<file path="config.mk">
export PLATFORM = sky130hd
export DESIGN_NAME = button_press_relay_controller
export DESIGN_NICKNAME = d
export VERILOG_FILES = /design/src/brpc_pkg.sv /design/src/brpc_blink.sv /design/src/brpc_circuit.sv /design/src/button_press_relay_controller.sv
export SDC_FILE = /design/constraint.sdc
export NUM_CORES = 1
export LEC_CHECK = 0
export BUFFER_PORTS_ARGS = -buffer_cell sky130_fd_sc_hd__buf_2
export CORE_MARGIN = 5
export CORE_UTILIZATION = 55
export DETAILED_ROUTE_END_ITERATION = 8
export PLACE_DENSITY = 0.72
export SLEW_MARGIN = 20
export SYNTH_ARGS = -nofsm -noshare
export SYNTH_HDL_FRONTEND = slang
export SYNTH_HIERARCHICAL = 1
export SYNTH_SLANG_ARGS = --single-unit
</file>
<file path="constraint.sdc">
create_clock -name i_clk -period 10.7 [get_ports i_clk]
set_input_delay 1.605 -clock i_clk [delete_from_list [all_inputs] [get_ports i_clk]]
set_output_delay 1.605 -clock i_clk [all_outputs]
set_load 0.01 [all_outputs]
</file>
<file path="src/brpc_pkg.sv">
// Shared types and constants for the button press relay controller.
// No dependencies; imported by every module of the block.
package brpc_pkg;

    localparam int CIRCUITS_DEF = 4;
    localparam int AGE_BITS_DEF = 16;
    localparam int CFG_W        = 16;
    localparam int MASK_W       = 4;

    // request types
    localparam logic [1:0] REQ_TICK   = 2'd0;
    localparam logic [1:0] REQ_SET    = 2'd1;
    localparam logic [1:0] REQ_STATUS = 2'd2;

    // configuration register indexes
    localparam logic [1:0] CFG_LONG  = 2'd0;
    localparam logic [1:0] CFG_SHORT = 2'd1;
    localparam logic [1:0] CFG_BLINK = 2'd2;

    localparam logic [CFG_W-1:0] LONG_RST  = 16'd2000;
    localparam logic [CFG_W-1:0] SHORT_RST = 16'd800;
    localparam logic [CFG_W-1:0] BLINK_RST = 16'd500;

    // per-beat command broadcast to every circuit
    typedef struct packed {
        logic tick;
        logic host_set;
        logic status_rd;
        logic flip;
        logic phase;
    } t_cmd;

    // state of one circuit after the current beat; changed is the flag before it
    typedef struct packed {
        logic en;
        logic on;
        logic led;
        logic changed;
    } t_stat;

endpackage

</file>
<file path="src/brpc_blink.sv">
// Blink interval counter and phase for the LED of enabled, off circuits.
// Depends on brpc_pkg.
module brpc_blink
    import brpc_pkg::*;
(
    input  logic             i_clk,
    input  logic             i_rst_n,
    input  logic             i_tick,
    input  logic [CFG_W-1:0] i_interval,
    output logic             o_flip,
    output logic             o_phase
);

    logic [CFG_W-1:0] r_cnt;
    logic [CFG_W-1:0] n_cnt;
    logic             r_phase;

    always_comb begin
        o_flip  = i_tick && (r_cnt >= i_interval);
        o_phase = r_phase ^ o_flip;
        n_cnt   = r_cnt;
        if (i_tick) begin
            n_cnt = o_flip ? '0 : r_cnt + 1'b1;
        end
    end

    always_ff @(posedge i_clk) begin
        if (!i_rst_n) begin
            r_cnt   <= '0;
            r_phase <= 1'b0;
        end else begin
            r_cnt   <= n_cnt;
            r_phase <= o_phase;
        end
    end

endmodule

</file>
<file path="src/brpc_circuit.sv">
// State and press classification of one circuit: press timer, short and
// long press checks, host set, LED. Depends on brpc_pkg.
module brpc_circuit
    import brpc_pkg::*;
#(
    parameter int AGE_BITS = AGE_BITS_DEF
) (
    input  logic             i_clk,
    input  logic             i_rst_n,
    input  t_cmd             i_cmd,
    input  logic             i_level,
    input  logic             i_sel,
    input  logic             i_set_enable,
    input  logic             i_set_on,
    input  logic [CFG_W-1:0] i_long_ms,
    input  logic [CFG_W-1:0] i_short_ms,
    output t_stat            o_stat
);

    localparam int CW = (AGE_BITS > CFG_W) ? AGE_BITS : CFG_W;
    localparam logic [AGE_BITS-1:0] AGE_MAX = '1;

    logic                r_en, r_on, r_led, r_rel, r_hnd, r_chg;
    logic [AGE_BITS-1:0] r_age;
    logic                n_en, n_on, n_led, n_rel, n_hnd, n_chg;
    logic [AGE_BITS-1:0] n_age;
    logic                press_start;

    always_comb begin
        n_en  = r_en;
        n_on  = r_on;
        n_led = r_led;
        n_rel = r_rel;
        n_hnd = r_hnd;
        n_chg = r_chg;
        n_age = r_age;
        press_start = !i_level && r_rel;

        if (i_cmd.tick) begin
            n_age = press_start ? '0 : ((r_age == AGE_MAX) ? r_age : r_age + 1'b1);
            n_rel = i_level;
            if (press_start) begin
                n_hnd = 1'b0;
            end
            if (!n_hnd) begin
                if (CW'(n_age) > CW'(i_long_ms)) begin
                    n_en  = !n_en;
                    n_chg = 1'b1;
                    if (!n_en) begin
                        n_on  = 1'b0;
                        n_led = 1'b0;
                    end
                end
                if (n_rel && (CW'(n_age) < CW'(i_short_ms)) && n_en) begin
                    n_on  = !n_on;
                    n_led = n_on;
                    n_chg = 1'b1;
                end
                if (n_rel) begin
                    n_hnd = 1'b1;
                end
                // a long press leaves the press handled even while held
                if (CW'(n_age) > CW'(i_long_ms)) begin
                    n_hnd = 1'b1;
                end
            end
            if (i_cmd.flip && n_en && !n_on) begin
                n_led = i_cmd.phase;
            end
        end else if (i_cmd.host_set && i_sel) begin
            n_en  = i_set_enable;
            n_chg = 1'b1;
            if (!i_set_enable) begin
                n_on  = 1'b0;
                n_led = 1'b0;
            end else begin
                n_on  = i_set_on;
                n_led = i_set_on;
            end
        end else if (i_cmd.status_rd) begin
            n_chg = 1'b0;
        end

        o_stat.en      = n_en;
        o_stat.on      = n_on;
        o_stat.led     = n_led;
        o_stat.changed = r_chg;
    end

    always_ff @(posedge i_clk) begin
        if (!i_rst_n) begin
            r_en  <= 1'b0;
            r_on  <= 1'b0;
            r_led <= 1'b0;
            r_rel <= 1'b1;
            r_hnd <= 1'b1;
            r_chg <= 1'b1;
            r_age <= '0;
        end else begin
            r_en  <= n_en;
            r_on  <= n_on;
            r_led <= n_led;
            r_rel <= n_rel;
            r_hnd <= n_hnd;
            r_chg <= n_chg;
            r_age <= n_age;
        end
    end

endmodule

</file>
<file path="src/button_press_relay_controller.sv">
// Button press relay controller, top level.
// Input channel: i_in_valid / o_in_stall with req_type, buttons_level,
// circuit, set_enable, set_on. A tick beat stands for one millisecond and
// carries the active-low button pins; a set beat writes enable and on of one
// circuit; a status beat reports and clears the changed flags.
// Output channel: o_out_valid / i_out_stall, one result beat per input beat,
// carrying the enabled, relay and LED masks after the beat and, on a status
// beat, whether anything changed since the last status read.
// A beat is held in the input register, then goes through the circuit update
// into the result register. Throughput is one beat per cycle unless the
// receiver stalls; the circuit state update is a single compare-and-select pass.
// While the receiver stalls, the result holds, one further beat waits in the
// input register, and o_in_stall rises only when both are full.
// Configuration: i_cfg_we writes i_cfg_data to register i_cfg_idx (0 long
// press, 1 short press, 2 blink interval); write only while idle.
// Synchronous active-low reset restores the register defaults, clears both
// stages and sets all circuits off and disabled with changed flags set.
// Depends on brpc_pkg, brpc_blink, brpc_circuit.
module button_press_relay_controller
    import brpc_pkg::*;
#(
    parameter int CIRCUITS = CIRCUITS_DEF,
    parameter int AGE_BITS = AGE_BITS_DEF
) (
    input  logic              i_clk,
    input  logic              i_rst_n,
    input  logic              i_in_valid,
    output logic              o_in_stall,
    input  logic [1:0]        i_req_type,
    input  logic [MASK_W-1:0] i_buttons_level,
    input  logic [1:0]        i_circuit,
    input  logic              i_set_enable,
    input  logic              i_set_on,
    output logic              o_out_valid,
    input  logic              i_out_stall,
    output logic [MASK_W-1:0] o_enabled_mask,
    output logic [MASK_W-1:0] o_relay_mask,
    output logic [MASK_W-1:0] o_led_mask,
    output logic              o_status_changed,
    input  logic              i_cfg_we,
    input  logic [1:0]        i_cfg_idx,
    input  logic [CFG_W-1:0]  i_cfg_data
);

    logic [CFG_W-1:0]  r_long_ms, r_short_ms, r_blink_ms;

    logic              r_in_valid;
    logic [1:0]        r_req;
    logic [MASK_W-1:0] r_levels;
    logic [1:0]        r_circuit;
    logic              r_set_enable, r_set_on;

    logic              r_out_valid;
    logic [MASK_W-1:0] r_en_mask, r_on_mask, r_led_mask;
    logic              r_status;

    logic              advance, proc, in_take;
    logic              flip, phase;
    t_cmd              cmd;
    t_stat             stat [CIRCUITS];
    logic [CIRCUITS-1:0] chg_vec;
    logic [MASK_W-1:0] en_mask, on_mask, led_mask;

    assign advance    = !r_out_valid || !i_out_stall;
    assign proc       = r_in_valid && advance;
    assign o_in_stall = r_in_valid && !advance;
    assign in_take    = i_in_valid && !o_in_stall;

    always_ff @(posedge i_clk) begin
        if (!i_rst_n) begin
            r_long_ms  <= LONG_RST;
            r_short_ms <= SHORT_RST;
            r_blink_ms <= BLINK_RST;
        end else if (i_cfg_we) begin
            unique case (i_cfg_idx)
                CFG_LONG:  r_long_ms  <= i_cfg_data;
                CFG_SHORT: r_short_ms <= i_cfg_data;
                CFG_BLINK: r_blink_ms <= i_cfg_data;
                default: ;
            endcase
        end
    end

    always_ff @(posedge i_clk) begin
        if (!i_rst_n) begin
            r_in_valid <= 1'b0;
        end else if (in_take) begin
            r_in_valid <= 1'b1;
        end else if (proc) begin
            r_in_valid <= 1'b0;
        end
        if (in_take) begin
            r_req        <= i_req_type;
            r_levels     <= i_buttons_level;
            r_circuit    <= i_circuit;
            r_set_enable <= i_set_enable;
            r_set_on     <= i_set_on;
        end
    end

    brpc_blink u_blink (
        .i_clk      (i_clk),
        .i_rst_n    (i_rst_n),
        .i_tick     (cmd.tick),
        .i_interval (r_blink_ms),
        .o_flip     (flip),
        .o_phase    (phase)
    );

    always_comb begin
        cmd.tick      = proc && (r_req == REQ_TICK);
        cmd.host_set  = proc && (r_req == REQ_SET);
        cmd.status_rd = proc && (r_req == REQ_STATUS);
        cmd.flip      = flip;
        cmd.phase     = phase;
    end

    for (genvar gi = 0; gi < CIRCUITS; gi++) begin : g_circ
        logic lvl;
        if (gi < MASK_W) begin : g_pin
            assign lvl = r_levels[gi];
        end else begin : g_nopin
            assign lvl = 1'b1;
        end

        brpc_circuit #(
            .AGE_BITS (AGE_BITS)
        ) u_circuit (
            .i_clk        (i_clk),
            .i_rst_n      (i_rst_n),
            .i_cmd        (cmd),
            .i_level      (lvl),
            .i_sel        (int'(r_circuit) == gi),
            .i_set_enable (r_set_enable),
            .i_set_on     (r_set_on),
            .i_long_ms    (r_long_ms),
            .i_short_ms   (r_short_ms),
            .o_stat       (stat[gi])
        );

        assign chg_vec[gi] = stat[gi].changed;
    end

    for (genvar gm = 0; gm < MASK_W; gm++) begin : g_mask
        if (gm < CIRCUITS) begin : g_used
            assign en_mask[gm]  = stat[gm].en;
            assign on_mask[gm]  = stat[gm].on;
            assign led_mask[gm] = stat[gm].led;
        end else begin : g_unused
            assign en_mask[gm]  = 1'b0;
            assign on_mask[gm]  = 1'b0;
            assign led_mask[gm] = 1'b0;
        end
    end

    always_ff @(posedge i_clk) begin
        if (!i_rst_n) begin
            r_out_valid <= 1'b0;
        end else if (advance) begin
            r_out_valid <= r_in_valid;
        end
        if (proc) begin
            r_en_mask  <= en_mask;
            r_on_mask  <= on_mask;
            r_led_mask <= led_mask;
            r_status   <= cmd.status_rd && (|chg_vec);
        end
    end

    assign o_out_valid      = r_out_valid;
    assign o_enabled_mask   = r_en_mask;
    assign o_relay_mask     = r_on_mask;
    assign o_led_mask       = r_led_mask;
    assign o_status_changed = r_status;

endmodule

</file>
### After elaboration in Yosys (flattened, before gate mapping)

Index checks and enable logic that the tools add are counted.

* add/subtract/negate cells: 5
* order comparisons: 9
* eq/ne operators: 19
* multiplexer cells: 145
* bitwise gates (word level): 1
* reduce and logical (&&, ||, !) cells: 69

Operators with widths (number)
* $mux 16: 9
* $mux 1: 136
* $add 16x1->16 const B: 5
* $eq 16x16->1 const B: 4
* $gt 16x16->1: 4
* $lt 16x16->1: 4
* $logic_and 1x1->1: 32
* $logic_not 1->1: 20
* $ge 16x16->1: 1
* $ne 3x1->1 const B: 4
* $reduce_and 3->1: 4
* $reduce_bool 3->1: 4
* $eq 2x2->1 const B: 4
* $ne 2x2->1 const B: 4
* $eq 2x1->1 const B: 3
* $logic_not 2->1: 3
* $reduce_and 2->1: 3
* $reduce_or 4->1: 1
* $reduce_bool 2->1: 1
* $logic_or 1x1->1: 1
* $xor 1x1->1: 1

* flip-flop bits (word level): 178
* input port bits: 33
* output and inout bits: 15
* logic and storage cells: 292

### Depth between registers and ports, before layout

Gate-level depths: netlist of the first run.

* depth after elaboration: 15
* depth in mapped cells: 20
* depth with buffers taken out: 19

### Hierarchy

Netlist of the first run, hierarchy kept.

By module, submodules not included
* brpc_circuit at g_circ[0].u_circuit ...: instances 2, cells an instance 319, area each 2348.5 um^2, seq. area each 440.4 um^2
* button_press_relay_controller: instances 1, cells an instance 226, area each 2720.1 um^2, seq. area each 1691.6 um^2
* brpc_circuit at g_circ[3].u_circuit: instances 1, cells an instance 296, area each 2254.7 um^2, seq. area each 440.4 um^2
* brpc_circuit at g_circ[1].u_circuit: instances 1, cells an instance 297, area each 2240.9 um^2, seq. area each 440.4 um^2
* brpc_blink: instances 1, cells an instance 145, area each 1193.6 um^2, seq. area each 340.3 um^2

### Least setup slack after synthesis of the first run

OpenSTA, ideal clock, no wires.

* path kind: input -> register
* start: input i_out_stall
* end: register r_led_mask[3] (netlist: o_led_mask[3]) (data pin)
* library setup time: 0.251 ns
* arrival time: 4.692 ns
* required time: 10.449 ns
* setup slack: 5.757 ns
* stages on the path: 11
* path buffers: 1
* cell sequence: a21bo_2 -> nor3_1 -> inv_1 -> a31oi_1 -> nand4b_1 -> or3_1 -> a211o_1 -> nor4b_2 -> mux2i_1 -> a21oi_1 -> buf_4

RTL lines
* start, declared: RTL line button_press_relay_controller.sv:35 `input logic i_out_stall,`
* end signal, assigned: RTL line button_press_relay_controller.sv:165 `r_led_mask <= led_mask;`
* end, declared: RTL line button_press_relay_controller.sv:54 `logic [MASK_W-1:0] r_en_mask, r_on_mask, r_led_mask;`

### Final worst setup path of the first run

* start: register g_circ[1].u_circuit.r_age[0]
* end: register r_led_mask[1] (netlist: o_led_mask[1]) (data pin)

* cells in the longest elaborated chain, start to end: 15
* elaborated cells between the ends (all ways): 28
* classes of those cells: 1 x add/sub; 2 x order compare; 1 x eq/ne; 18 x mux; 6 x reduce/logical

Ends and longest elaborated chain
* start, declared: RTL line brpc_circuit.sv:24 `logic [AGE_BITS-1:0] r_age;`
* start signal, assigned: RTL line brpc_circuit.sv:106 `r_age <= n_age;`
* $add 16x1->16 / $eq 16x16->1 (equally long branches): RTL line brpc_circuit.sv:40 `n_age = press_start ? '0 : ((r_age == AGE_MAX) ? r_age : r_age + 1'b1);`
* $mux 16 (*) (2 in a row): RTL line brpc_circuit.sv:40
* $gt 16x16->1: RTL line brpc_circuit.sv:46 `if (CW'(n_age) > CW'(i_long_ms)) begin`
* $mux 1: RTL line brpc_circuit.sv:46
* $mux 1: RTL line brpc_circuit.sv:45 `if (!n_hnd) begin`
* $mux 1: RTL line brpc_circuit.sv:39 `if (i_cmd.tick) begin`
* $logic_not 1->1 / $logic_and 1x1->1 (equally long branches): RTL line brpc_circuit.sv:55, brpc_circuit.sv:54
* $mux 1: RTL line brpc_circuit.sv:54 `if (n_rel && (CW'(n_age) < CW'(i_short_ms)) && n_en) begin`
* $mux 1: RTL line brpc_circuit.sv:45
* $mux 1: RTL line brpc_circuit.sv:39
* $logic_not 1->1: RTL line brpc_circuit.sv:67 `if (i_cmd.flip && n_en && !n_on) begin`
* $logic_and 1x1->1: RTL line brpc_circuit.sv:67
* $mux 1 (*): RTL line brpc_circuit.sv:67
* $mux 1 (*): RTL line brpc_circuit.sv:39
* named net led_mask[1]: RTL line button_press_relay_controller.sv:62 `logic [MASK_W-1:0] en_mask, on_mask, led_mask;`

The timed path passes the listed nets; every way through them passes the cells marked *. The select of a mux whose other input is x is not followed.
A chain may end at the register's enable or synchronous reset.

==> report_table.html, run 1 <==
<table>
<tr><th>Metric</th><th>Value</th></tr>
<tr><th colspan="2">Outcome</th></tr>
<tr><td>Result of the run</td><td>finished clean</td></tr>
<tr><th colspan="2">Final layout</th></tr>
<tr><td>Final #Nets</td><td>around 1,800</td></tr>
<tr><td>Final Core Density</td><td>around 60%</td></tr>
<tr><td>Layout Cells excl Fill</td><td>about 2,000</td></tr>
<tr><td>Inserted Diodes</td><td>0</td></tr>
<tr><td>Synthesis-to-layout area growth</td><td>7.293%</td></tr>
<tr><td>Layout cells sized above 1</td><td>7.640%</td></tr>
<tr><td>Count of fill cells added during filler insertion</td><td>2,165</td></tr>
<tr><th colspan="2">Die</th></tr>
<tr><td>IO Count</td><td>48</td></tr>
<tr><td>Die Height</td><td>between 150 and 200 um</td></tr>
<tr><td>Core Footprint</td><td>0.02347 mm2</td></tr>
<tr><td>Initial cell density of the core</td><td>a little under three fifths</td></tr>
<tr><td>Width of the chip</td><td>164.4 um</td></tr>
<tr><td>Die Area</td><td>~0.027 mm2</td></tr>
<tr><td>Count of standard-cell rows</td><td>56</td></tr>
<tr><th colspan="2">Clock tree</th></tr>
<tr><td>TritonCTS clock tree</td><td>yes</td></tr>
<tr><td>Max H-tree Level</td><td>4</td></tr>
<tr><td>Clock root buffer master</td><td>sky130_fd_sc_hd__clkbuf_16</td></tr>
<tr><td>Clock Path Buffers</td><td>2</td></tr>
<tr><td>Clock slew seen by the registers of the worst setup and hold paths</td><td>around 0.080 ns</td></tr>
<tr><td>Count of instances resized after the clock tree is built</td><td>0</td></tr>
<tr><td>Number of clock buffers inserted by TritonCTS</td><td>17</td></tr>
<tr><td>Clk Latency, worst-skew pair</td><td>0.44 ns</td></tr>
<tr><td>Number of sinks handled by clock tree synthesis</td><td>178</td></tr>
<tr><td>Post-CTS setup buffer count</td><td>0</td></tr>
<tr><td>Hold buffers post-CTS</td><td>0</td></tr>
<tr><th colspan="2">Global routing</th></tr>
<tr><td>Antenna violations before repair</td><td>0</td></tr>
<tr><td>First-pass GRT wire length</td><td>roughly 56 mm</td></tr>
<tr><td>Aggregate global-route resource usage</td><td>26.02%</td></tr>
<tr><td>Number of global-route vias before repair</td><td>approximately 11,000</td></tr>
<tr><td>Global route total overflow</td><td>0</td></tr>
<tr><td>Largest net degree at the start of global routing</td><td>77</td></tr>
<tr><th colspan="2">Worst setup path</th></tr>
<tr><td>CP max FO</td><td>8</td></tr>
<tr><td>Kind of critical path</td><td>register to register</td></tr>
<tr><td>CP max stage cell</td><td>sky130_fd_sc_hd__or4b_1</td></tr>
<tr><td>Total buffers and inverters traversed by the critical path</td><td>0</td></tr>
<tr><td>Kind of end point of the critical path</td><td>register</td></tr>
<tr><td>Category of the worst setup path launch point</td><td>register</td></tr>
<tr><td>Largest stage delay, worst path</td><td>between 0.5 and 0.6 ns</td></tr>
<tr><td>CP cell instances</td><td>ha_1 -&gt; nand3_1 -&gt; nor4_4 -&gt; nor2_1 -&gt; and2_1 -&gt; nor3b_1 -&gt; nand2_1 -&gt; xor2_1 -&gt; nor2_1 -&gt; ha_1 -&gt; a21o_1 -&gt; a221oi_1 -&gt; o21ai_0 -&gt; o31ai_1 -&gt; nand2_1 -&gt; nor3b_1 -&gt; or4b_1 -&gt; mux2i_1 -&gt; a21oi_1</td></tr>
<tr><td>CP delay by family, top</td><td>simple AND/OR/NAND/NOR gates</td></tr>
<tr><td>CP arrival</td><td>4.92 ns</td></tr>
<tr><td>Data required time at the worst endpoint</td><td>approximately 11 ns</td></tr>
<tr><th colspan="2">STA</th></tr>
<tr><td>Worst-Margin Slew</td><td>between 1 and 1.5 ns</td></tr>
<tr><td>Sum of negative setup slack</td><td>0 ns</td></tr>
<tr><td>Final hold violation count</td><td>0</td></tr>
<tr><td>Rel. slew slack</td><td>a little under 30%</td></tr>
<tr><td>Unrepaired setup endpoints after global routing</td><td>no</td></tr>
<tr><td>Max Transition Viols Final</td><td>0</td></tr>
<tr><td>Clk_skew</td><td>~0.017 ns</td></tr>
<tr><td>Time the final worst path needs with I/O delays and setup</td><td>around 4.8 ns</td></tr>
<tr><td>Setup violators final</td><td>0</td></tr>
<tr><td>Ratio of final minimum period to clock period</td><td>approximately 45%</td></tr>
<tr><td>Worst hold margin</td><td>~0.46 ns</td></tr>
<tr><td>Top achievable clock speed</td><td>around 210 MHz</td></tr>
<tr><th colspan="2">Power and ir drop</th></tr>
<tr><td>Leakage power figure</td><td>between 6 and 7 nW</td></tr>
<tr><td>Sw frac</td><td>approximately 29%</td></tr>
<tr><td>Relative contribution of sequential cells to total power</td><td>a little under half</td></tr>
<tr><td>Clock share of power</td><td>roughly 44%</td></tr>
<tr><td>Power density normalized to cell area</td><td>roughly 110 mW/mm2</td></tr>
<tr><td>Total power after layout</td><td>approximately 0.0015 W</td></tr>
<tr><td>P_sw</td><td>around 0.00044 W</td></tr>
<tr><td>Combinational share of power</td><td>~9%</td></tr>
<tr><td>Largest vdd supply drop</td><td>roughly 80 uV</td></tr>
<tr><td>Internal power contribution</td><td>0.001064 W</td></tr>
<tr><th colspan="2">Logic synthesis</th></tr>
<tr><td>Count leader, synth</td><td>sky130_fd_sc_hd__inv_1</td></tr>
<tr><td>Post-synth EDFFs</td><td>23</td></tr>
<tr><td>Leading register cell type out of synthesis</td><td>sky130_fd_sc_hd__dfxtp_1</td></tr>
<tr><td>Area of the mapped netlist</td><td>around 0.013 mm2</td></tr>
<tr><td>Top post-synthesis cells by count</td><td>sky130_fd_sc_hd__inv_1 (161), sky130_fd_sc_hd__nor2_1 (160), sky130_fd_sc_hd__dfxtp_1 (155)</td></tr>
<tr><td>Library cell with the largest summed area after synthesis</td><td>sky130_fd_sc_hd__dfxtp_1</td></tr>
<tr><td>Gate count of the mapped netlist</td><td>roughly 1,600</td></tr>
<tr><td>Largest cells by area after synthesis</td><td>sky130_fd_sc_hd__dfxtp_1 (24%), sky130_fd_sc_hd__ha_1 (14%), sky130_fd_sc_hd__mux2i_1 (7.5%)</td></tr>
<tr><td>Fraction of post-synthesis cell area in the top cell type by area</td><td>a little under a quarter</td></tr>
<tr><td>Async set-or-reset flop fraction in the synthesized netlist</td><td>0%</td></tr>
<tr><td>Register area share after synthesis</td><td>28.95%</td></tr>
<tr><td>Total of flip-flops plus latches after synthesis</td><td>178</td></tr>
<tr><td>Yosys synthesis warning count</td><td>6</td></tr>
<tr><td>Netlist cell types</td><td>just over 80</td></tr>
<tr><td>Synth Area per Inst</td><td>between 8 and 9 um2</td></tr>
<tr><td>Post-synthesis net count</td><td>1,780</td></tr>
<tr><th colspan="2">Min path</th></tr>
<tr><td>Path class of the lowest-slack min-delay path</td><td>register to register</td></tr>
<tr><th colspan="2">Detailed routing</th></tr>
<tr><td>Routed via count</td><td>approximately 11,000</td></tr>
<tr><td>WL final</td><td>roughly 35 mm</td></tr>
<tr><td>Number of vias per cell after detailed routing</td><td>~6</td></tr>
<tr><td>Average wire per cell in the routed design</td><td>around 18 um</td></tr>
<tr><td>Number of nets still failing antenna checks after routing</td><td>0</td></tr>
<tr><td>DRC violation total after the first TritonRoute iteration</td><td>1,051</td></tr>
<tr><td>Iteration count of the initial detailed-routing pass</td><td>5</td></tr>
<tr><td>DRC violations left</td><td>0</td></tr>
<tr><th colspan="2">Placement</th></tr>
<tr><td>IO buf count</td><td>47</td></tr>
<tr><td>Final estimated routing congestion in global placement</td><td>0.9553</td></tr>
<tr><td>Number of placed cells counting well taps</td><td>roughly 1,900</td></tr>
<tr><td>Half-perimeter wire length of the detailed placement result</td><td>25.41 mm</td></tr>
<tr><th colspan="2">Flow run</th></tr>
<tr><td>Number of maximum-capacitance constraint violations</td><td>0</td></tr>
</table>
==> per-stage QoR <==
stage / instance area (um2) / setup slack, ns
finish: 14060 / 5.924
global route: 14060 / 5.438
CTS: 14060 / 5.971
detailed placement: 13440 / 6.022
global placement: 13440 / 6.086
floorplan: 13110 / 5.757
==> routing by layer <==
| metal | vias up | share of wire, % | GRT usage [%] |
|---|---|---|---|
| met3 | 64 | 6.0 | 3.244 |
| met2 | 324 | 46 | 42.40 |
| met5 | - | 0 | 0 |
| met4 | 0 | 3.1 | 9.301 |
| met1 | 5366 | 45 | 35.67 |
| li1 | 5678 | - | - |
==> worst min-delay path: stages, from the launching register on <==
cell	delay, ns
sky130_fd_sc_hd__dfxtp_1	0.32
sky130_fd_sc_hd__nand2_1	0.05
sky130_fd_sc_hd__mux2i_1	0.05
==> cell usage in the layout, fill, tap and decap left out, types with 5 or more instances in the layout <==
master | Yosys | final
sky130_fd_sc_hd__mux2i_1 | 98 | 98
sky130_fd_sc_hd__nor2_1 | 160 | 160
sky130_fd_sc_hd__o211ai_1 | 11 | 11
sky130_fd_sc_hd__edfxtp_1 | 23 | 23
sky130_fd_sc_hd__xor2_1 | 40 | 40
sky130_fd_sc_hd__nor3_1 | 37 | 36
sky130_fd_sc_hd__buf_2 | 5 | 46
sky130_fd_sc_hd__dfxtp_1 | 155 | 155
sky130_fd_sc_hd__a211oi_1 | 17 | 17
sky130_fd_sc_hd__and2_1 | 10 | 10
sky130_fd_sc_hd__nor3b_1 | 7 | 7
sky130_fd_sc_hd__nor4_1 | 9 | 9
sky130_fd_sc_hd__and3_1 | 20 | 20
sky130_fd_sc_hd__xnor2_1 | 26 | 26
sky130_fd_sc_hd__nand4_1 | 49 | 49
sky130_fd_sc_hd__clkinv_8 | 0 | 5
sky130_fd_sc_hd__o21a_1 | 8 | 8
sky130_fd_sc_hd__nor2b_1 | 38 | 38
sky130_fd_sc_hd__nand3b_1 | 6 | 6
sky130_fd_sc_hd__buf_4 | 19 | 10
sky130_fd_sc_hd__nand3_1 | 49 | 49
sky130_fd_sc_hd__a31oi_1 | 15 | 15
sky130_fd_sc_hd__inv_1 | 161 | 161
sky130_fd_sc_hd__o2111ai_1 | 7 | 7
sky130_fd_sc_hd__or3_1 | 8 | 8
sky130_fd_sc_hd__nand2_1 | 150 | 150
sky130_fd_sc_hd__a21oi_1 | 82 | 82
sky130_fd_sc_hd__and4_1 | 10 | 10
sky130_fd_sc_hd__clkbuf_16 | 0 | 17
sky130_fd_sc_hd__o31ai_1 | 12 | 12
sky130_fd_sc_hd__a21o_1 | 18 | 18
sky130_fd_sc_hd__nand2b_1 | 11 | 11
sky130_fd_sc_hd__o21ai_0 | 60 | 60
sky130_fd_sc_hd__o211a_1 | 6 | 6
sky130_fd_sc_hd__ha_1 | 145 | 145
==> logic make-up (layout without fill, tap and decap cells) <==
group / after synthesis / after routing / share of synthesized area (%)
AND/OR/NAND/NOR: 607 / 607 / 23.95
buffers and inverters: 231 / 252 / 7.561
adder cells (fa/ha/maj): 147 / 147 / 14.01
XOR/XNOR: 66 / 66 / 4.411
AO/OA/AOI/OAI: 275 / 275 / 13.63
flip-flops: 178 / 178 / 28.95
multiplexers: 98 / 98 / 7.484
==> final cells by class <==
class | instances | area, um2 | area share [%]
multi-input combinational | 1193 | 8327 | 59.21
sequential | 178 | 3794 | 26.98
timing repair buffer | 56 | 305.3 | 2.171
tap | 319 | 399.1 | 2.838
clock buffer | 17 | 425.4 | 3.025
clock inverter | 15 | 196.4 | 1.397
inverter | 164 | 615.6 | 4.378
==> flip-flops by register name (all words and copies together), names as in the netlist, 16 cells and up <==
name / flops
r_short_ms: 16
r_blink_ms: 16
g_circ.u_circuit/r_age: 64
u_blink/r_cnt: 16
r_long_ms: 16
==> path summary, 6_finish.rpt <==
check | from | slack (ns) | cells past startpoint | end
hold reg to reg | r_blink_ms[3]$_SDFFE_PN0P_ | 0.46 | 2 | r_blink_ms[3]$_SDFFE_PN0P_
setup / recovery | g_circ[1].u_circuit/r_age[0]$_SDFFE_PN0P_ | 5.92 | 19 | o_led_mask[1]$_DFFE_PP_
setup reg to reg | g_circ[1].u_circuit/r_age[0]$_SDFFE_PN0P_ | 5.92 | 19 | o_led_mask[1]$_DFFE_PP_
hold / removal | r_blink_ms[3]$_SDFFE_PN0P_ | 0.46 | 2 | r_blink_ms[3]$_SDFFE_PN0P_
==> power groups by stage <==
stage / Sequential, W / Combinational (W) / Clock [W]
after floorplan: 0.000718 / 0.000100 / 0
after global placement: 0.000728 / 0.000129 / 0
after detailed placement: 0.000728 / 0.000132 / 0
after CTS: 0.000713 / 0.000133 / 0.000669
after global routing: 0.000715 / 0.000149 / 0.000697
final: 0.000714 / 0.000134 / 0.000655
Note: power is estimated with default switching activity, not from simulation.
==> run 2: changes to the inputs <==
==> constraint.sdc (replaced) <==
create_clock -name i_clk -period 4.8 [get_ports i_clk]
set_input_delay 0.72 -clock i_clk [delete_from_list [all_inputs] [get_ports i_clk]]
set_output_delay 0.72 -clock i_clk [all_outputs]
set_load 0.01 [all_outputs]
==> run 2 against run 1 <==
Effect of this change:
- worst setup slack worse by 5.7 ns
- non-clock buffer count increased by 11
- maximum frequency is 5.0% higher
- critical path depth unchanged
- clock power increased by 120%
- global-route usage fell by 0.47 points
- count of clock-buffer cells in the layout increased by 1
- clock skew up 0.0018 ns
- combinational power rose by 120%
- die area unchanged
- critical path type unchanged
==> report_table.html, run 2 (same netlist as run 1, synthesis figures left out) <==
<table>
<tr><th>Metric</th><th>Value</th></tr>
<tr><th colspan="2">Outcome</th></tr>
<tr><td>Result of the run</td><td>finished clean</td></tr>
<tr><th colspan="2">Flow run</th></tr>
<tr><td>Number of maximum-capacitance constraint violations</td><td>0</td></tr>
<tr><th colspan="2">Final layout</th></tr>
<tr><td>Final #Nets</td><td>1,799</td></tr>
<tr><td>Layout cells sized above 1</td><td>8.935%</td></tr>
<tr><td>Synthesis-to-layout area growth</td><td>8.220%</td></tr>
<tr><td>Count of fill cells added during filler insertion</td><td>just over 2,000</td></tr>
<tr><td>Final Core Density</td><td>between 60% and 70%</td></tr>
<tr><td>Commonest non-fill, non-tap cell in the layout</td><td>sky130_fd_sc_hd__inv_1</td></tr>
<tr><td>Commonest cells after routing, fill and taps aside</td><td>sky130_fd_sc_hd__inv_1 (161), sky130_fd_sc_hd__nor2_1 (159), sky130_fd_sc_hd__dfxtp_1 (155)</td></tr>
<tr><td>Inserted Diodes</td><td>0</td></tr>
<tr><td>Largest register FFs</td><td>64</td></tr>
<tr><td>Top register by number of flip-flops</td><td>g_circ.u_circuit/r_age</td></tr>
<tr><th colspan="2">STA</th></tr>
<tr><td>Max Transition Viols Final</td><td>0</td></tr>
<tr><td>Unrepaired setup endpoints after global routing</td><td>yes</td></tr>
<tr><td>Final hold violation count</td><td>0</td></tr>
<tr><td>Rel. slew slack</td><td>between 20% and 30%</td></tr>
<tr><td>Ratio of final minimum period to clock period</td><td>a little over nine tenths</td></tr>
<tr><td>Top achievable clock speed</td><td>between 200 and 250 MHz</td></tr>
<tr><td>Clk_skew</td><td>0.01877 ns</td></tr>
<tr><td>Setup violators final</td><td>0</td></tr>
<tr><td>Sum of negative setup slack</td><td>0 ns</td></tr>
<tr><td>Time the final worst path needs with I/O delays and setup</td><td>~4.5 ns</td></tr>
<tr><td>Final worst setup slack</td><td>about 0.25 ns</td></tr>
<tr><td>Worst-Margin Slew</td><td>around 1.1 ns</td></tr>
<tr><th colspan="2">Worst setup path</th></tr>
<tr><td>Number of cells on the worst reg-to-reg path</td><td>19</td></tr>
<tr><td>CP arrival</td><td>4.71 ns</td></tr>
<tr><td>Data required time at the worst endpoint</td><td>between 4 and 5 ns</td></tr>
<tr><td>Largest stage delay, worst path</td><td>about 0.55 ns</td></tr>
<tr><td>CP max FO</td><td>5</td></tr>
<tr><td>CP max stage cell</td><td>sky130_fd_sc_hd__or4b_1</td></tr>
<tr><td>Critical R2R Launch</td><td>g_circ[1].u_circuit/r_age[0]$_SDFFE_PN0P_</td></tr>
<tr><td>CP cell instances</td><td>ha_1 -&gt; nand3_2 -&gt; nor4_4 -&gt; nor2_1 -&gt; and2_1 -&gt; nor3b_2 -&gt; nand2_1 -&gt; xor2_1 -&gt; nor2_1 -&gt; ha_1 -&gt; a211o_1 -&gt; a21oi_1 -&gt; o21ai_0 -&gt; a221oi_2 -&gt; o21a_2 -&gt; nor3_1 -&gt; or4b_1 -&gt; mux2i_2 -&gt; a21oi_1</td></tr>
<tr><td>Flop2flop setup slack</td><td>around 0.25 ns</td></tr>
<tr><td>R2r endpoint</td><td>o_led_mask[1]$_DFFE_PP_</td></tr>
<tr><td>Category of the worst setup path launch point</td><td>register</td></tr>
<tr><td>Kind of end point of the critical path</td><td>register</td></tr>
<tr><td>Kind of critical path</td><td>register to register</td></tr>
<tr><th colspan="2">Detailed routing</th></tr>
<tr><td>Iteration count of the initial detailed-routing pass</td><td>6</td></tr>
<tr><td>Number of vias per cell after detailed routing</td><td>around 5.9</td></tr>
<tr><td>Routed via count</td><td>between 10,000 and 15,000</td></tr>
<tr><td>DRC violation total after the first TritonRoute iteration</td><td>954</td></tr>
<tr><td>Average wire per cell in the routed design</td><td>~18 um</td></tr>
<tr><td>DRC violations left</td><td>0</td></tr>
<tr><td>WL final</td><td>about 34 mm</td></tr>
<tr><td>Number of nets still failing antenna checks after routing</td><td>0</td></tr>
<tr><th colspan="2">Die</th></tr>
<tr><td>Initial cell density of the core</td><td>between 50 and 60%</td></tr>
<tr><td>Core Footprint</td><td>about 0.023 mm2</td></tr>
<tr><td>IO Count</td><td>48</td></tr>
<tr><td>Count of standard-cell rows</td><td>56</td></tr>
<tr><td>Width of the chip</td><td>approximately 160 um</td></tr>
<tr><td>Die Height</td><td>between 150 and 200 um</td></tr>
<tr><td>Die Area</td><td>approximately 0.027 mm2</td></tr>
<tr><th colspan="2">Min path</th></tr>
<tr><td>Hold path endpoint</td><td>r_set_enable$_DFFE_PP_</td></tr>
<tr><td>Origin of the worst min-delay path</td><td>i_set_enable</td></tr>
<tr><td>Path class of the lowest-slack min-delay path</td><td>input pin to register</td></tr>
<tr><td>Number of stages on the worst hold path</td><td>1</td></tr>
<tr><th colspan="2">Power and ir drop</th></tr>
<tr><td>Leakage power figure</td><td>6.142 nW</td></tr>
<tr><td>Total power after layout</td><td>~0.0033 W</td></tr>
<tr><td>Largest vdd supply drop</td><td>approximately 180 uV</td></tr>
<tr><td>Power density normalized to cell area</td><td>approximately 240 mW/mm2</td></tr>
<tr><th colspan="2">Placement</th></tr>
<tr><td>Worst setup slack before clock tree synthesis</td><td>0.1716 ns</td></tr>
<tr><td>Half-perimeter wire length of the detailed placement result</td><td>roughly 25 mm</td></tr>
<tr><td>Final estimated routing congestion in global placement</td><td>about 0.96</td></tr>
<tr><td>IO buf count</td><td>47</td></tr>
<tr><th colspan="2">Clock tree</th></tr>
<tr><td>Max H-tree Level</td><td>4</td></tr>
<tr><td>Number of clock buffers inserted by TritonCTS</td><td>17</td></tr>
<tr><td>Clock Path Buffers</td><td>2</td></tr>
<tr><td>Hold buffers post-CTS</td><td>0</td></tr>
<tr><td>Number of sinks handled by clock tree synthesis</td><td>178</td></tr>
<tr><td>Clock root buffer master</td><td>sky130_fd_sc_hd__clkbuf_16</td></tr>
<tr><td>Clk Latency, worst-skew pair</td><td>between 0.4 and 0.5 ns</td></tr>
<tr><td>Clock slew seen by the registers of the worst setup and hold paths</td><td>roughly 0.080 ns</td></tr>
<tr><td>TritonCTS clock tree</td><td>yes</td></tr>
<tr><th colspan="2">Global routing</th></tr>
<tr><td>Largest net degree at the start of global routing</td><td>between 60 and 70</td></tr>
<tr><td>First-pass GRT wire length</td><td>approximately 55 mm</td></tr>
<tr><td>Aggregate global-route resource usage</td><td>25.55%</td></tr>
<tr><td>Global route total overflow</td><td>0</td></tr>
<tr><td>Number of global-route vias before repair</td><td>approximately 11,000</td></tr>
<tr><td>Antenna violations before repair</td><td>0</td></tr>
</table>
==> run 2: cell types whose count changed in the layout (fill, tap and decap cells not counted), sizes merged <==
cell,change
inv,+1
clkinv,-2
clkbuf,+1
buf,+11
==> run 2: repair_timing <==
action / 4_1_cts / 5_1_grt
setup buffers: 0 / 1
setup endpoints to repair: 0 / 9
resized for setup: 0 / 11
==> run 2: worst max-delay path by stage <==
stage / to / startpoint / depth (start not counted)
2_1_floorplan: o_led_mask[1]$_DFFE_PP_ / g_circ[1].u_circuit/r_age[0]$_SDFFE_PN0P_ / 19
3_3_place_gp: o_led_mask[1]$_DFFE_PP_ / g_circ[1].u_circuit/r_age[0]$_SDFFE_PN0P_ / 18
5_1_grt: o_led_mask[1]$_DFFE_PP_ / g_circ[1].u_circuit/r_age[0]$_SDFFE_PN0P_ / 19
3_5_place_dp: o_led_mask[3]$_DFFE_PP_ / g_circ[3].u_circuit/r_age[0]$_SDFFE_PN0P_ / 18
6_report: o_led_mask[1]$_DFFE_PP_ / g_circ[1].u_circuit/r_age[0]$_SDFFE_PN0P_ / 19
4_1_cts: o_led_mask[3]$_DFFE_PP_ / g_circ[3].u_circuit/r_age[0]$_SDFFE_PN0P_ / 18
==> run 2: area by class of cell <==
type	instances	area [um2]	area share, %
clock buffers	18	439.2	3.096
clock inverters	14	170.2	1.200
inverters	164	615.6	4.340
multi-input cells	1193	8378	59.07
flip-flops and latches	178	3794	26.75
well taps	319	399.1	2.814
repair buffers	67	387.9	2.735
==> run 2: where the power goes <==
group,internal (W),switching [W]
combinational,0.000113,0.000189
clock,0.000724,0.000722
sequential,0.00154,0.0000471
==> run 2: critical path: cells and delay by family, from the launching register on <==
family	cells	cell delay, ns
fa+ha+maj	2	0.52
flops	1	0.41
xor+xnor	1	0.17
simple gates	9	1.76
compound gates	6	1.19
mux	1	0.21
==> run 2: stage by stage <==
step,hold slack [ns],instances,instance area [um2]
after floorplan,0.4347,1602,13110
after global placement,0.4430,1920,13520
after detailed placement,0.4499,1920,13520
after CTS,0.4374,1952,14120
after global routing,0.4397,1953,14180
final,0.4557,1953,14180
==> run 2: layer usage <==
metal  global-route usage [%]  wire (um)  vias up  share of wire, %
met5                        0          0        -                 0
met4                    10.93       1489        0               4.3
met3                    3.594       2128       79               6.2
met2                    40.96      15380      388                45
met1                    34.58      15480     5415                45
li1                         -          -     5685                 -
==> run 3: changes to the inputs <==
--- a/config.mk
+++ b/config.mk
@@ -7,9 +7,10 @@
 export LEC_CHECK = 0
 export BUFFER_PORTS_ARGS = -buffer_cell sky130_fd_sc_hd__buf_2
 export CORE_MARGIN = 5
-export CORE_UTILIZATION = 55
+export CORE_UTILIZATION = 64
+export CTS_BUF_LIST = sky130_fd_sc_hd__clkbuf_4 sky130_fd_sc_hd__clkbuf_8 sky130_fd_sc_hd__clkbuf_16
 export DETAILED_ROUTE_END_ITERATION = 8
-export PLACE_DENSITY = 0.72
+export PLACE_DENSITY = 0.82
 export SLEW_MARGIN = 20
 export SYNTH_ARGS = -nofsm -noshare
 export SYNTH_HDL_FRONTEND = slang
==> run 3 against run 2 <==
Effect of this change:
- sequential power about the same
- clock skew down 0.0065 ns
- worst setup slack worse by 0.067 ns
- non-clock buffer count up 1
- die area down 13%
- register-to-register slack worse by 0.07 ns
- design area down 0.60%
- combinational power about the same
- via count up 2.2%
- routed wire length up 2.3%
- final cell count down 2.5%
- power down 0.42%
- highest routed layer unchanged
==> report_table.html, run 3 (same netlist as run 1, synthesis figures left out) <==
<table>
<tr><th>Metric</th><th>Value</th></tr>
<tr><th colspan="2">Outcome</th></tr>
<tr><td>Result of the run</td><td>finished clean</td></tr>
<tr><th colspan="2">Detailed routing</th></tr>
<tr><td>Iteration count of the initial detailed-routing pass</td><td>6</td></tr>
<tr><td>DRC violation total after the first TritonRoute iteration</td><td>between 900 and 1,000</td></tr>
<tr><td>Routed via count</td><td>11,816</td></tr>
<tr><td>Average wire per cell in the routed design</td><td>roughly 19 um</td></tr>
<tr><td>WL final</td><td>35.25 mm</td></tr>
<tr><td>DRC violations left</td><td>0</td></tr>
<tr><td>Number of vias per cell after detailed routing</td><td>between 6 and 7</td></tr>
<tr><td>Number of nets still failing antenna checks after routing</td><td>0</td></tr>
<tr><th colspan="2">STA</th></tr>
<tr><td>Top achievable clock speed</td><td>216.7 MHz</td></tr>
<tr><td>Time the final worst path needs with I/O delays and setup</td><td>4.616 ns</td></tr>
<tr><td>Rel. slew slack</td><td>27.29%</td></tr>
<tr><td>Max Transition Viols Final</td><td>0</td></tr>
<tr><td>Sum of negative setup slack</td><td>0 ns</td></tr>
<tr><td>Unrepaired setup endpoints after global routing</td><td>no</td></tr>
<tr><td>Ratio of final minimum period to clock period</td><td>a little over nine tenths</td></tr>
<tr><td>Clk_skew</td><td>between 0.01 and 0.015 ns</td></tr>
<tr><td>Final hold violation count</td><td>0</td></tr>
<tr><td>Worst-Margin Slew</td><td>1.087 ns</td></tr>
<tr><td>Setup violators final</td><td>0</td></tr>
<tr><th colspan="2">Placement</th></tr>
<tr><td>IO buf count</td><td>between 40 and 50</td></tr>
<tr><td>Placed inst area</td><td>between 0.01 and 0.015 mm2</td></tr>
<tr><td>Final estimated routing congestion in global placement</td><td>a little over 0.9</td></tr>
<tr><td>Half-perimeter wire length of the detailed placement result</td><td>roughly 25 mm</td></tr>
<tr><th colspan="2">Final layout</th></tr>
<tr><td>Layout cells sized above 1</td><td>a little under 9%</td></tr>
<tr><td>Final Core Density</td><td>69.90%</td></tr>
<tr><td>Inserted Diodes</td><td>0</td></tr>
<tr><td>Commonest cells after routing, fill and taps aside</td><td>sky130_fd_sc_hd__inv_1 (161), sky130_fd_sc_hd__nor2_1 (159), sky130_fd_sc_hd__dfxtp_1 (154)</td></tr>
<tr><td>Top register by number of flip-flops</td><td>g_circ.u_circuit/r_age</td></tr>
<tr><td>Largest register FFs</td><td>64</td></tr>
<tr><td>Final #Nets</td><td>1,800</td></tr>
<tr><td>Synthesis-to-layout area growth</td><td>7.570%</td></tr>
<tr><td>Commonest non-fill, non-tap cell in the layout</td><td>sky130_fd_sc_hd__inv_1</td></tr>
<tr><td>Final cell area excluding filler cells</td><td>0.01410 mm2</td></tr>
<tr><td>Count of fill cells added during filler insertion</td><td>1,641</td></tr>
<tr><th colspan="2">Power and ir drop</th></tr>
<tr><td>Leakage power figure</td><td>between 6 and 7 nW</td></tr>
<tr><td>Power density normalized to cell area</td><td>235.6 mW/mm2</td></tr>
<tr><td>Largest vdd supply drop</td><td>173.0 uV</td></tr>
<tr><th colspan="2">Clock tree</th></tr>
<tr><td>Clock slew seen by the registers of the worst setup and hold paths</td><td>around 0.080 ns</td></tr>
<tr><td>Clock root buffer master</td><td>sky130_fd_sc_hd__clkbuf_16</td></tr>
<tr><td>Number of clock buffers inserted by TritonCTS</td><td>17</td></tr>
<tr><td>Clk Latency, worst-skew pair</td><td>0.45 ns</td></tr>
<tr><td>TritonCTS clock tree</td><td>yes</td></tr>
<tr><td>Number of sinks handled by clock tree synthesis</td><td>~180</td></tr>
<tr><td>Clock Path Buffers</td><td>2</td></tr>
<tr><td>Max H-tree Level</td><td>4</td></tr>
<tr><td>Hold buffers post-CTS</td><td>0</td></tr>
<tr><th colspan="2">Global routing</th></tr>
<tr><td>Largest net degree at the start of global routing</td><td>between 70 and 80</td></tr>
<tr><td>First-pass GRT wire length</td><td>between 50 and 60 mm</td></tr>
<tr><td>Number of global-route vias before repair</td><td>around 11,000</td></tr>
<tr><td>Antenna violations before repair</td><td>0</td></tr>
<tr><td>Aggregate global-route resource usage</td><td>between 20% and 30%</td></tr>
<tr><td>Global route total overflow</td><td>0</td></tr>
<tr><th colspan="2">Flow run</th></tr>
<tr><td>Number of maximum-capacitance constraint violations</td><td>0</td></tr>
<tr><th colspan="2">Worst setup path</th></tr>
<tr><td>Category of the worst setup path launch point</td><td>register</td></tr>
<tr><td>Kind of end point of the critical path</td><td>register</td></tr>
<tr><td>CP arrival</td><td>4.77 ns</td></tr>
<tr><td>Kind of critical path</td><td>register to register</td></tr>
<tr><td>Data required time at the worst endpoint</td><td>4.95 ns</td></tr>
<tr><td>CP max FO</td><td>6</td></tr>
<tr><th colspan="2">Die</th></tr>
<tr><td>Width of the chip</td><td>roughly 150 um</td></tr>
<tr><td>Initial cell density of the core</td><td>roughly two thirds</td></tr>
<tr><td>Count of standard-cell rows</td><td>52</td></tr>
<tr><td>Core Footprint</td><td>about 0.020 mm2</td></tr>
<tr><td>Die Area</td><td>0.02344 mm2</td></tr>
<tr><td>Die Height</td><td>approximately 150 um</td></tr>
<tr><td>IO Count</td><td>48</td></tr>
<tr><th colspan="2">Min path</th></tr>
<tr><td>Path class of the lowest-slack min-delay path</td><td>input pin to register</td></tr>
</table>
## run 3: critical path, stage by stage (launching register included)
cell	delay [ns]
sky130_fd_sc_hd__dfxtp_1	0.40
sky130_fd_sc_hd__ha_1	0.23
sky130_fd_sc_hd__nand3_1	0.20
sky130_fd_sc_hd__nor4_4	0.29
sky130_fd_sc_hd__nor2_1	0.11
sky130_fd_sc_hd__and2_1	0.22
sky130_fd_sc_hd__nor3b_2	0.19
sky130_fd_sc_hd__nand2_1	0.11
sky130_fd_sc_hd__xor2_1	0.16
sky130_fd_sc_hd__nor2_1	0.08
sky130_fd_sc_hd__ha_1	0.29
sky130_fd_sc_hd__a211o_1	0.30
sky130_fd_sc_hd__a21oi_1	0.13
sky130_fd_sc_hd__o21ai_0	0.11
sky130_fd_sc_hd__a221oi_1	0.33
sky130_fd_sc_hd__o21a_2	0.26
sky130_fd_sc_hd__nor3_1	0.07
sky130_fd_sc_hd__or4b_1	0.54
sky130_fd_sc_hd__mux2i_1	0.21
sky130_fd_sc_hd__a21oi_1	0.10
## run 3: routing by layer
layer  vias to the layer above  track usage (%)  part of all wire [%]
met3                       122            4.495                   6.9
met4                         0            13.75                   5.0
met1                      5543            37.21                    41
li1                       5694                -                     -
met5                         -                0                     0
met2                       457            49.29                    47
## run 3: area by class of cell
cell class	count	area (um2)	area share (%)
Clock buffer	17	425.4	3.017
Clock inverter	15	177.7	1.260
Inverter	164	615.6	4.366
Multi-Input combinational cell	1193	8352	59.24
Sequential cell	178	3795	26.92
Tap cell	270	337.8	2.396
Timing Repair Buffer	68	395.4	2.804
## run 3: worst paths after layout
kind                                                                start                          to  slack, ns  depth (start not counted)
worst min-delay path                                         i_set_enable      r_set_enable$_DFFE_PP_       0.45                          1
worst max-delay path            g_circ[1].u_circuit/r_age[0]$_SDFFE_PN0P_     o_led_mask[1]$_DFFE_PP_       0.18                         19
worst max register to register  g_circ[1].u_circuit/r_age[0]$_SDFFE_PN0P_     o_led_mask[1]$_DFFE_PP_       0.18                         19
worst min register to register                 r_blink_ms[3]$_SDFFE_PN0P_  r_blink_ms[3]$_SDFFE_PN0P_       0.46                          2
## run 3: where the power goes
| group | leakage, nW | internal [W] | switching, W |
|---|---|---|---|
| Combinational | 4.36 | 0.000112 | 0.000189 |
| Sequential | 1.48 | 0.00154 | 0.0000486 |
| Clock | 0.296 | 0.000711 | 0.000720 |
## run 3: through the flow
| stage | hold slack, ns | instances | total power (W) | setup WS [ns] |
|---|---|---|---|---|
| 6_report | 0.4458 | 1905 | 0.003322 | 0.1845 |
| 4_1_cts | 0.4360 | 1905 | 0.003330 | 0.1111 |
| 5_1_grt | 0.4330 | 1905 | 0.003440 | 0.01167 |
| 2_1_floorplan | 0.4347 | 1602 | 0.001824 | 0.4873 |
| 3_3_place_gp | 0.4437 | 1873 | 0.001905 | 0.3340 |
| 3_5_place_dp | 0.4513 | 1873 | 0.001915 | 0.1691 |
## run 3: what timing repair did
action                     4_1_cts  5_1_grt
resized for setup                0        8
setup buffers                    0        0
setup endpoints to repair        0        6
